<file path="config.mk">
export PLATFORM = sky130hd
export DESIGN_NAME = vital_sign_frame_receiver_core
export DESIGN_NICKNAME = d
export VERILOG_FILES = /design/src/rtl/vsfr_pkg.sv /design/src/rtl/vsfr_ctrl.sv /design/src/rtl/vsfr_dp.sv /design/src/rtl/vital_sign_frame_receiver_core.sv
export VERILOG_INCLUDE_DIRS = /design/src /design/src/rtl
export SDC_FILE = /design/constraint.sdc
export NUM_CORES = 1
export LEC_CHECK = 0
export ABC_CLOCK_PERIOD_IN_PS = 8800
export BUFFER_PORTS_ARGS = -buffer_cell sky130_fd_sc_hd__buf_4
export CAP_MARGIN = 25
export CORE_ASPECT_RATIO = 0.6
export CORE_UTILIZATION = 40
export CTS_CLUSTER_DIAMETER = 100
export DETAILED_ROUTE_END_ITERATION = 7
export GPL_ROUTABILITY_DRIVEN = 0
export SETUP_SLACK_MARGIN = 0.02
export SLEW_MARGIN = 20
export SYNTH_ARGS = -nofsm -noshare
export SYNTH_HDL_FRONTEND = slang
export SYNTH_HIERARCHICAL = 1
export SYNTH_SLANG_ARGS = --single-unit
</file>
<file path="constraint.sdc">
create_clock -name clk -period 8.8 [get_ports clk]
set_input_delay 0.44 -clock clk [delete_from_list [all_inputs] [get_ports clk]]
set_output_delay 0.44 -clock clk [all_outputs]
set_load 0.05 [all_outputs]
</file>
<file path="src/rtl/vital_sign_frame_receiver_core_assert.svh">
// Assertion macros used by the receiver controller.
`ifndef VITAL_SIGN_FRAME_RECEIVER_CORE_ASSERT_SVH
`define VITAL_SIGN_FRAME_RECEIVER_CORE_ASSERT_SVH

// Same-cycle implication, sampled on clk, off during reset.
`define VSFR_ASSERT_IMP(lbl, ante, cons, msg) \
  lbl: assert property (@(posedge clk) disable iff (!rst_n) (ante) |-> (cons)) \
    else $error(msg);

// Next-cycle implication, sampled on clk, off during reset.
`define VSFR_ASSERT_NXT(lbl, ante, cons, msg) \
  lbl: assert property (@(posedge clk) disable iff (!rst_n) (ante) |=> (cons)) \
    else $error(msg);

`endif

</file>
<file path="src/rtl/vsfr_pkg.sv">
`timescale 1ns / 1ps
package vsfr_pkg;

  localparam logic [7:0] CRC_POLY      = 8'h31;
  localparam logic [7:0] CRC_INIT      = 8'h00;
  localparam logic [7:0] HDR_FIRST_RST = 8'hAA;
  localparam logic [7:0] HDR_SECOND_RST = 8'h55;
  localparam logic [7:0] FLAG_RST      = 8'h00;
  localparam int unsigned FRAME_BYTES  = 16;

  // Frame status codes
  localparam logic [1:0] FS_GOOD = 2'd0;
  localparam logic [1:0] FS_FLAG = 2'd1;
  localparam logic [1:0] FS_CRC  = 2'd2;

  // Configuration register indexes
  localparam logic [1:0] REG_HDR_FIRST  = 2'd0;
  localparam logic [1:0] REG_HDR_SECOND = 2'd1;
  localparam logic [1:0] REG_FLAG       = 2'd2;

  typedef enum logic [2:0] {
    ST_HUNT, ST_HDR2, ST_BODY, ST_CONV, ST_SUM, ST_DINIT, ST_DIV, ST_EMIT
  } state_t;

  typedef struct packed {
    logic load_first;
    logic load_second;
    logic load_body;
    logic win_push;
    logic sum_step;
    logic div_init;
    logic div_step;
    logic emit;
  } cmd_t;

  typedef struct packed {
    logic is_first;
    logic is_second;
    logic frame_end;
    logic frame_good;
    logic sum_done;
    logic div_done;
    logic out_busy;
  } sts_t;

  // CRC-8, MSB first, one byte
  function automatic logic [7:0] crc8_byte(input logic [7:0] crc, input logic [7:0] data);
    logic [7:0] c;
    c = crc ^ data;
    for (int i = 0; i < 8; i++) begin
      c = c[7] ? ((c << 1) ^ CRC_POLY) : (c << 1);
    end
    return c;
  endfunction

  // binary32 to unsigned Q8.8, truncating, clamped
  function automatic logic [15:0] to_q88(input logic [31:0] bits);
    logic [7:0]  ex;
    logic [22:0] man;
    logic [7:0]  rs;
    logic [23:0] sh;
    ex  = bits[30:23];
    man = bits[22:0];
    rs  = 8'd142 - ex;
    sh  = {1'b1, man} >> rs[4:0];
    if (ex == 8'hFF) begin
      return (man != '0 || bits[31]) ? 16'h0000 : 16'hFFFF;
    end
    if (bits[31] || ex == 8'h00) return 16'h0000;
    if (ex >= 8'd135) return 16'hFFFF;
    if (rs >= 8'd24) return 16'h0000;
    return sh[15:0];
  endfunction

endpackage

</file>
<file path="src/rtl/vsfr_ctrl.sv">
`timescale 1ns / 1ps
`include "vital_sign_frame_receiver_core_assert.svh"
module vsfr_ctrl (
  input  logic           clk,
  input  logic           rst_n,
  input  logic           in_valid,
  output logic           in_stall,
  input  vsfr_pkg::sts_t sts,
  output vsfr_pkg::cmd_t cmd
);
  import vsfr_pkg::*;

  state_t state_r, state_nxt;
  logic   acc;

  // hold state
  always_ff @(posedge clk) begin
    if (!rst_n) state_r <= ST_HUNT;
    else        state_r <= state_nxt;
  end

  assign acc = in_valid && !in_stall;

  // sequence the frame hunt and the end-of-frame work
  always_comb begin
    state_nxt = state_r;
    cmd       = '0;
    in_stall  = 1'b1;
    unique case (state_r)
      ST_HUNT: begin
        in_stall = 1'b0;
        if (acc && sts.is_first) begin
          cmd.load_first = 1'b1;
          state_nxt      = ST_HDR2;
        end
      end
      ST_HDR2: begin
        in_stall = 1'b0;
        if (acc) begin
          if (sts.is_second) begin
            cmd.load_second = 1'b1;
            state_nxt       = ST_BODY;
          end else if (sts.is_first) begin
            cmd.load_first = 1'b1;
          end else begin
            state_nxt = ST_HUNT;
          end
        end
      end
      ST_BODY: begin
        in_stall = 1'b0;
        if (acc) begin
          cmd.load_body = 1'b1;
          if (sts.frame_end) state_nxt = sts.frame_good ? ST_CONV : ST_EMIT;
        end
      end
      ST_CONV: begin
        cmd.win_push = 1'b1;
        state_nxt    = ST_SUM;
      end
      ST_SUM: begin
        cmd.sum_step = 1'b1;
        if (sts.sum_done) state_nxt = ST_DINIT;
      end
      ST_DINIT: begin
        cmd.div_init = 1'b1;
        state_nxt    = ST_DIV;
      end
      ST_DIV: begin
        cmd.div_step = 1'b1;
        if (sts.div_done) state_nxt = ST_EMIT;
      end
      ST_EMIT: begin
        if (!sts.out_busy) begin
          cmd.emit  = 1'b1;
          state_nxt = ST_HUNT;
        end
      end
      default: state_nxt = ST_HUNT;
    endcase
  end

  `VSFR_ASSERT_IMP(a_emit_free, cmd.emit, !sts.out_busy, "emit while result pending")
  `VSFR_ASSERT_NXT(a_good_conv, state_r == ST_BODY && acc && sts.frame_end && sts.frame_good, state_r == ST_CONV, "good frame skipped conversion")
  `VSFR_ASSERT_IMP(a_busy_stall, state_r == ST_SUM || state_r == ST_DIV, in_stall, "byte taken during averaging")

endmodule

</file>
<file path="src/rtl/vsfr_dp.sv">
`timescale 1ns / 1ps
module vsfr_dp #(
  parameter int WINDOW_DEPTH = 5
) (
  input  logic           clk,
  input  logic           rst_n,
  input  logic           cfg_valid,
  input  logic [1:0]     cfg_index,
  input  logic [7:0]     cfg_wdata,
  input  logic [7:0]     in_rx_byte,
  input  vsfr_pkg::cmd_t cmd,
  output vsfr_pkg::sts_t sts,
  input  logic           out_stall,
  output logic           out_valid,
  output logic [1:0]     out_frame_status,
  output logic [31:0]    out_frame_counter,
  output logic [15:0]    out_breath_average,
  output logic [15:0]    out_heart_average,
  output logic           out_data_valid
);
  import vsfr_pkg::*;

  localparam int CW   = $clog2(WINDOW_DEPTH + 1);
  localparam int SW   = (WINDOW_DEPTH > 1) ? $clog2(WINDOW_DEPTH) : 1;
  localparam int SUMW = 16 + CW;
  localparam int CNTW = $clog2(SUMW);

  logic [7:0]  hdr_first_r, hdr_second_r, flag_r;
  logic [3:0]  pos_r;
  logic [7:0]  crc_r, byte2_r;
  logic [95:0] body_r;
  logic [1:0]  fstat_r;
  logic [15:0] win_b_r [WINDOW_DEPTH];
  logic [15:0] win_h_r [WINDOW_DEPTH];
  logic [SW-1:0] slot_r;
  logic [CW-1:0] fill_r;
  logic [CNTW-1:0] cnt_r;
  logic [SUMW-1:0] sum_b_r, sum_h_r, q_b_r, q_h_r;
  logic [CW:0]     rem_b_r, rem_h_r;
  logic [15:0] mean_b_r, mean_h_r;
  logic        out_valid_r;
  logic [1:0]  out_status_r;
  logic [31:0] out_counter_r;
  logic [15:0] out_b_r, out_h_r;
  logic        out_dvalid_r;
  logic [CW:0] sh_b, sh_h, dvs;

  // configuration registers
  always_ff @(posedge clk) begin
    if (!rst_n) begin
      hdr_first_r  <= HDR_FIRST_RST;
      hdr_second_r <= HDR_SECOND_RST;
      flag_r       <= FLAG_RST;
    end else if (cfg_valid) begin
      unique case (cfg_index)
        REG_HDR_FIRST:  hdr_first_r  <= cfg_wdata;
        REG_HDR_SECOND: hdr_second_r <= cfg_wdata;
        REG_FLAG:       flag_r       <= cfg_wdata;
        default: ;
      endcase
    end
  end

  // status back to the controller
  assign sts.is_first   = (in_rx_byte == hdr_first_r);
  assign sts.is_second  = (in_rx_byte == hdr_second_r);
  assign sts.frame_end  = (pos_r == 4'(FRAME_BYTES - 1));
  assign sts.frame_good = (byte2_r == flag_r) && (crc_r == in_rx_byte);
  assign sts.sum_done   = (cnt_r == CNTW'(WINDOW_DEPTH - 1));
  assign sts.div_done   = (cnt_r == CNTW'(SUMW - 1));
  assign sts.out_busy   = out_valid_r;

  // capture the frame: running CRC, flag byte, payload bytes
  always_ff @(posedge clk) begin
    if (cmd.load_first) begin
      pos_r <= 4'd1;
      crc_r <= crc8_byte(CRC_INIT, in_rx_byte);
    end else if (cmd.load_second) begin
      pos_r <= 4'd2;
      crc_r <= crc8_byte(crc_r, in_rx_byte);
    end else if (cmd.load_body) begin
      pos_r <= pos_r + 4'd1;
      if (pos_r != 4'(FRAME_BYTES - 1)) crc_r <= crc8_byte(crc_r, in_rx_byte);
      if (pos_r == 4'd2) byte2_r <= in_rx_byte;
      if (pos_r >= 4'd3 && pos_r != 4'(FRAME_BYTES - 1))
        body_r <= {in_rx_byte, body_r[95:8]};
      if (pos_r == 4'(FRAME_BYTES - 1)) begin
        if (byte2_r != flag_r)         fstat_r <= FS_FLAG;
        else if (crc_r != in_rx_byte)  fstat_r <= FS_CRC;
        else                           fstat_r <= FS_GOOD;
      end
    end
  end

  // rate window: push converted rates, advance slot and fill
  always_ff @(posedge clk) begin
    if (!rst_n) begin
      for (int i = 0; i < WINDOW_DEPTH; i++) begin
        win_b_r[i] <= '0;
        win_h_r[i] <= '0;
      end
      slot_r <= '0;
      fill_r <= '0;
    end else if (cmd.win_push) begin
      win_b_r[slot_r] <= to_q88(body_r[63:32]);
      win_h_r[slot_r] <= to_q88(body_r[95:64]);
      slot_r <= (slot_r == SW'(WINDOW_DEPTH - 1)) ? '0 : slot_r + SW'(1);
      if (fill_r < CW'(WINDOW_DEPTH)) fill_r <= fill_r + CW'(1);
    end
  end

  // restoring divide, one quotient bit per cycle
  assign dvs  = {1'b0, fill_r};
  assign sh_b = {rem_b_r[CW-1:0], q_b_r[SUMW-1]};
  assign sh_h = {rem_h_r[CW-1:0], q_h_r[SUMW-1]};

  // accumulate the window, then divide by the fill
  always_ff @(posedge clk) begin
    if (cmd.win_push) begin
      cnt_r   <= '0;
      sum_b_r <= '0;
      sum_h_r <= '0;
    end else if (cmd.sum_step) begin
      cnt_r   <= cnt_r + CNTW'(1);
      sum_b_r <= sum_b_r + SUMW'(win_b_r[cnt_r[SW-1:0]]);
      sum_h_r <= sum_h_r + SUMW'(win_h_r[cnt_r[SW-1:0]]);
    end else if (cmd.div_init) begin
      cnt_r   <= '0;
      q_b_r   <= sum_b_r;
      q_h_r   <= sum_h_r;
      rem_b_r <= '0;
      rem_h_r <= '0;
    end else if (cmd.div_step) begin
      cnt_r <= cnt_r + CNTW'(1);
      if (sh_b >= dvs) begin
        rem_b_r <= sh_b - dvs;
        q_b_r   <= {q_b_r[SUMW-2:0], 1'b1};
      end else begin
        rem_b_r <= sh_b;
        q_b_r   <= {q_b_r[SUMW-2:0], 1'b0};
      end
      if (sh_h >= dvs) begin
        rem_h_r <= sh_h - dvs;
        q_h_r   <= {q_h_r[SUMW-2:0], 1'b1};
      end else begin
        rem_h_r <= sh_h;
        q_h_r   <= {q_h_r[SUMW-2:0], 1'b0};
      end
    end
  end

  // hold the latest means for frames that leave the window alone
  always_ff @(posedge clk) begin
    if (!rst_n) begin
      mean_b_r <= '0;
      mean_h_r <= '0;
    end else if (cmd.emit && fstat_r == FS_GOOD) begin
      mean_b_r <= q_b_r[15:0];
      mean_h_r <= q_h_r[15:0];
    end
  end

  // output register: load on emit, drop when taken
  always_ff @(posedge clk) begin
    if (!rst_n) begin
      out_valid_r <= 1'b0;
    end else if (cmd.emit) begin
      out_valid_r <= 1'b1;
    end else if (!out_stall) begin
      out_valid_r <= 1'b0;
    end
  end

  always_ff @(posedge clk) begin
    if (cmd.emit) begin
      out_status_r <= fstat_r;
      out_dvalid_r <= (fill_r != '0);
      if (fstat_r == FS_GOOD) begin
        out_counter_r <= body_r[31:0];
        out_b_r       <= q_b_r[15:0];
        out_h_r       <= q_h_r[15:0];
      end else begin
        out_counter_r <= '0;
        out_b_r       <= mean_b_r;
        out_h_r       <= mean_h_r;
      end
    end
  end

  assign out_valid          = out_valid_r;
  assign out_frame_status   = out_status_r;
  assign out_frame_counter  = out_counter_r;
  assign out_breath_average = out_b_r;
  assign out_heart_average  = out_h_r;
  assign out_data_valid     = out_dvalid_r;

endmodule

</file>
<file path="src/rtl/vital_sign_frame_receiver_core.sv">
`timescale 1ns / 1ps
// Serial frame receiver: takes one received byte per item, hunts for the two
// header bytes, collects a 16-byte frame and gives one result per completed
// frame (status, counter, windowed Q8.8 breath and heart means, valid flag).
// Header and body bytes are taken one per cycle; CRC-8 is updated as each byte
// before the CRC byte arrives. After a good frame the block converts the two
// rates, sums the window and divides bit-serially, holding input through these
// steps and the emit step after the last byte; after a bad frame it holds input
// only in the emit step. Either adds any wait for a pending result.
// A finished result sits in an output register, so the next frame's bytes are
// taken while it waits.
// Configuration writes are taken every cycle (cfg_ready is tied high).
module vital_sign_frame_receiver_core #(
  parameter int WINDOW_DEPTH = 5
) (
  input  logic        clk,
  input  logic        rst_n,
  input  logic        cfg_valid,
  output logic        cfg_ready,
  input  logic [1:0]  cfg_index,
  input  logic [7:0]  cfg_wdata,
  input  logic        in_valid,
  output logic        in_stall,
  input  logic [7:0]  in_rx_byte,
  output logic        out_valid,
  input  logic        out_stall,
  output logic [1:0]  out_frame_status,
  output logic [31:0] out_frame_counter,
  output logic [15:0] out_breath_average,
  output logic [15:0] out_heart_average,
  output logic        out_data_valid
);
  import vsfr_pkg::*;

  cmd_t cmd;
  sts_t sts;

  assign cfg_ready = 1'b1;

  vsfr_ctrl u_ctrl (
    .clk      (clk),
    .rst_n    (rst_n),
    .in_valid (in_valid),
    .in_stall (in_stall),
    .sts      (sts),
    .cmd      (cmd)
  );

  vsfr_dp #(
    .WINDOW_DEPTH (WINDOW_DEPTH)
  ) u_dp (
    .clk                (clk),
    .rst_n              (rst_n),
    .cfg_valid          (cfg_valid),
    .cfg_index          (cfg_index),
    .cfg_wdata          (cfg_wdata),
    .in_rx_byte         (in_rx_byte),
    .cmd                (cmd),
    .sts                (sts),
    .out_stall          (out_stall),
    .out_valid          (out_valid),
    .out_frame_status   (out_frame_status),
    .out_frame_counter  (out_frame_counter),
    .out_breath_average (out_breath_average),
    .out_heart_average  (out_heart_average),
    .out_data_valid     (out_data_valid)
  );

endmodule
</file>
==> results by group <==
Outcome
  – Status: finished clean

Clock network
  – Clk sinks: 597
  – Max Root-Sink Buffers: 3
  – # hold bufs at CTS: 0
  – CTS Root Cell: clkbuf_16
  – Clock Pin Slew Worst Setup and Hold Paths: 0.07 ns
  – CTS HTree Levels: 2
  – CTS tree: done
  – Post-CTS Resized: 0
  – Setup Fix Bufs, Post-CTS: 0
  – Cts bufs inserted: 56
  – Worst-skew pair later-pin latency: 0.65 ns

STA
  – Final WS setup: 4.05 ns
  – Slew HR: 0.304
  – Final min period: 4.75 ns
  – Final Max Slew Viols: 0
  – Final setup fails: 0
  – Highest clock rate: ~0.21 GHz
  – Final Hold Fails: 0
  – Tcrit/Tclk final: 0.540
  – RSZ-0062 raised after global routing: no
  – Worst-Margin Slew: ~1.0 ns
  – TNS Setup: 0 ns
  – Clock Skews: 0.0285 ns

Yosys
  – Async SR Flop Fraction: 0
  – Leading area contributor after synthesis: edfxtp_1
  – Ranking of synthesized cells by area: edfxtp_1, mux4_2, dfxtp_1
  – Synth Register Bits: 597
  – YS warnings: 6
  – Synthesized area: 28,300 um2
  – Distinct cell type count after synthesis: 82
  – Syn nets: 2,257
  – Mapped Avg Cell Area: 13.0 um2
  – Yosys top cell area share: 0.510
  – Synth Instances: roughly 2,200
  – EDFF count, synth: 481
  – Top_reg_cell synth: edfxtp_1
  – Sequential share of the synthesized area: 0.592

Floorplanning
  – Die Y: 208 um
  – I/O pins: 93
  – Full die area: 72,000 um2
  – Die Span X: 346 um
  – Initial core utilization: 0.405
  – Total core area: between 70,000 and 80,000 um2
  – Cell Rows: between 70 and 80

Global route
  – Global-route wire length before repair: between 100,000 and 150,000 um
  – Vias in the first global route: about 18,000
  – GR Util All Layers: 0.181
  – Grt ovf: 0
  – Largest net degree at the start of global routing: between 70 and 80
  – Initial antenna violation count: 0

Finish
  – Area grow syn2layout: 12.3%
  – Share of cells above drive strength 1: 0.203
  – Final core utilization: 0.455
  – Final #Nets: roughly 2,300
  – Fin cells: around 3,200

Worst setup path
  – Critical path launch point type: flip-flop
  – Slowest-stage cell, CP: dfxtp_4
  – Crit path max fanout: 34
  – CP bufs+invs: 1
  – Crit path arrival time: 5.26 ns
  – CP required: 9.31 ns
  – Cell family with most CP delay: compound AO/OA/AOI/OAI gates
  – Slowest cell delay on critical path: 0.76 ns
  – Worst-path cell chain: buf_4 > mux4_2 > mux2_2 > ha_1 > fa_1 > a21o_1 > a221oi_1 > o311ai_0 > a21oi_1 > or3_1 > a21oi_1
  – Critical Setup Path Class: reg -> reg
  – CP most frequent cell: a21oi_1
  – CP endpoint kind: flip-flop

Power and ir drop
  – Pleak: 0.0110 uW
  – Power density cells: 175 nW/um2
  – Total Power: 5580 uW
  – VDD IR-drop max: between 0.1 and 0.15 mV

Routing
  – DRC Markers: 0
  – Post-route ant nets: 0
  – Post-DR wirelength/cell: just over 20 um
  – DR pass1 iterations: 6
  – Iter 0 DRT Violations: 1,713
  – DR vias: ~18,000
  – Via density: ~5.6
  – Total Wirelength: approximately 65,000 um

Min path
  – Worst min-delay path class: in -> reg
  – Min-delay src: cfg_wdata[3]

Placed design
  – Input/output buffers: 91
  – Hpwl dp: roughly 42,000 um
  – Total placed cells including tap cells: just over 3,000
  – Worst slack, placed: 4.05 ns

Job
  – Max-cap violations: 0
-- stage by stage --
stage / area (um2) / hold slack, ns
6_report: 31800 / 0.0534
3_5_place_dp: 30000 / 0.427
4_1_cts: 31800 / 0.0249
2_1_floorplan: 28300 / 0.417
5_1_grt: 31800 / 0.0235
3_3_place_gp: 30000 / 0.424
-- registers in the layout (all words and copies together) (netlist names), 8 cells and up, named ones only --
| signal | flops |
|---|---|
| u_dp/out_heart_average | 16 |
| u_dp/q_b_r | 19 |
| u_dp/win_h_r | 128 |
| u_dp/sum_h_r | 19 |
| u_dp/hdr_second_r | 8 |
| u_dp/q_h_r | 19 |
| u_dp/flag_r | 8 |
| u_dp/mean_h_r | 16 |
| u_dp/byte2_r | 8 |
| u_dp/crc_r | 8 |
| u_dp/mean_b_r | 16 |
| u_dp/sum_b_r | 19 |
| u_dp/out_breath_average | 16 |
| u_dp/hdr_first_r | 8 |
| u_dp/win_b_r | 128 |
| u_dp/body_r | 96 |
| u_dp/out_frame_counter | 32 |
-- area by class of cell --
type	instances	area, um2
repair buffers	133	1010
diodes	1	2.50
flip-flops and latches	597	16800
inverters	58	218
multi-input cells	1397	10900
clock buffers	74	1500
clock inverters	32	280
fillers	6259	38200
well taps	924	1160
-- power by group --
group / total [uW] / internal (uW) / switching [uW]
clock network: 2400 / 1300 / 1100
logic: 122 / 50.4 / 72.0
registers: 3060 / 3050 / 10.1
total: 5580 / 4400 / 1180
-- routing by layer --
layer / up-vias / global-route usage / wire [um] / share of wire
li1: 8255 / - / - / -
met1: 8995 / 0.278 / 31500 / 0.48
met2: 638 / 0.270 / 28400 / 0.43
met3: 77 / 0.0335 / 4520 / 0.069
met4: 0 / 0.0331 / 893 / 0.014
met5: - / 0 / 0 / 0
-- tightest hold or removal path: cells and delay by family --
| kind | cells | cell delay [ns] |
|---|---|---|
| buffers and inverters | 1 | 0.10 |
| multiplexers | 1 | 0.07 |
| AND/OR/NAND/NOR | 1 | 0.06 |
-- synth_stat cells (3+ instances only) --
cell type	n
a211o_1	6
a211oi_1	14
a21o_1	10
a21oi_1	89
a221o_1	3
a22oi_1	7
a31oi_1	19
a32oi_1	4
a41oi_1	5
and2_1	38
and3_1	11
and4_1	3
buf_1	9
buf_2	21
buf_4	8
clkbuf_1	83
dfxtp_1	116
edfxtp_1	481
fa_1	4
ha_1	55
inv_1	58
mux2_2	111
mux2i_1	58
mux4_2	105
nand2_1	181
nand2b_1	9
nand3_1	41
nand3b_1	4
nand4_1	20
nor2_1	275
nor2b_1	11
nor3_1	20
nor3b_1	6
nor4_1	20
nor4bb_1	4
o211ai_1	13
o21a_1	7
o21ai_0	59
o21bai_1	12
o31ai_1	4
or2_1	5
or2_2	4
or3_1	13
xnor2_1	56
xor2_1	44
-- final timing paths --
kind | end | slack (ns) | depth (start not counted)
min | u_dp/hdr_first_r[3] | 0.05 | 3
max | u_dp/sum_b_r[16] | 4.05 | 11
max reg2reg | u_dp/sum_b_r[16] | 4.05 | 11
min reg2reg | u_dp/body_r[19] | 0.44 | 0
-- kinds of logic after synthesis --
| family | Yosys count | share of synthesized area |
|---|---|---|
| and+or+nand+nor | 676 | 0.109 |
| muxes | 274 | 0.148 |
| AOI/OAI and AO/OA | 286 | 0.0659 |
| xor gates and xnor gates | 101 | 0.0315 |
| adders and majority gates | 59 | 0.0271 |
| other | 1 | 0.000132 |
| buffers and inverters | 181 | 0.0265 |
| DFF | 597 | 0.592 |
-- placed cells by master, fill, tap and decap left out, drive strengths merged, types with 10 or more instances in the layout --
cell and count:
a31oi 20, a21o 10, clkbuf 76, ha 55, nor2b 11, nand2 181, a21oi 89, and2 38
xnor2 57, a211oi 15, nor3 22, nand3 42, o21bai 12, nor4 21, o21ai 59, or3 13
xor2 44, buf 131, nor2 276, dfxtp 116, mux2i 58, mux4 105, nand4 20, and3 11
mux2 111, inv 63, edfxtp 481, o211ai 13, clkinv 22
Power figures use the tool's default switching activity.
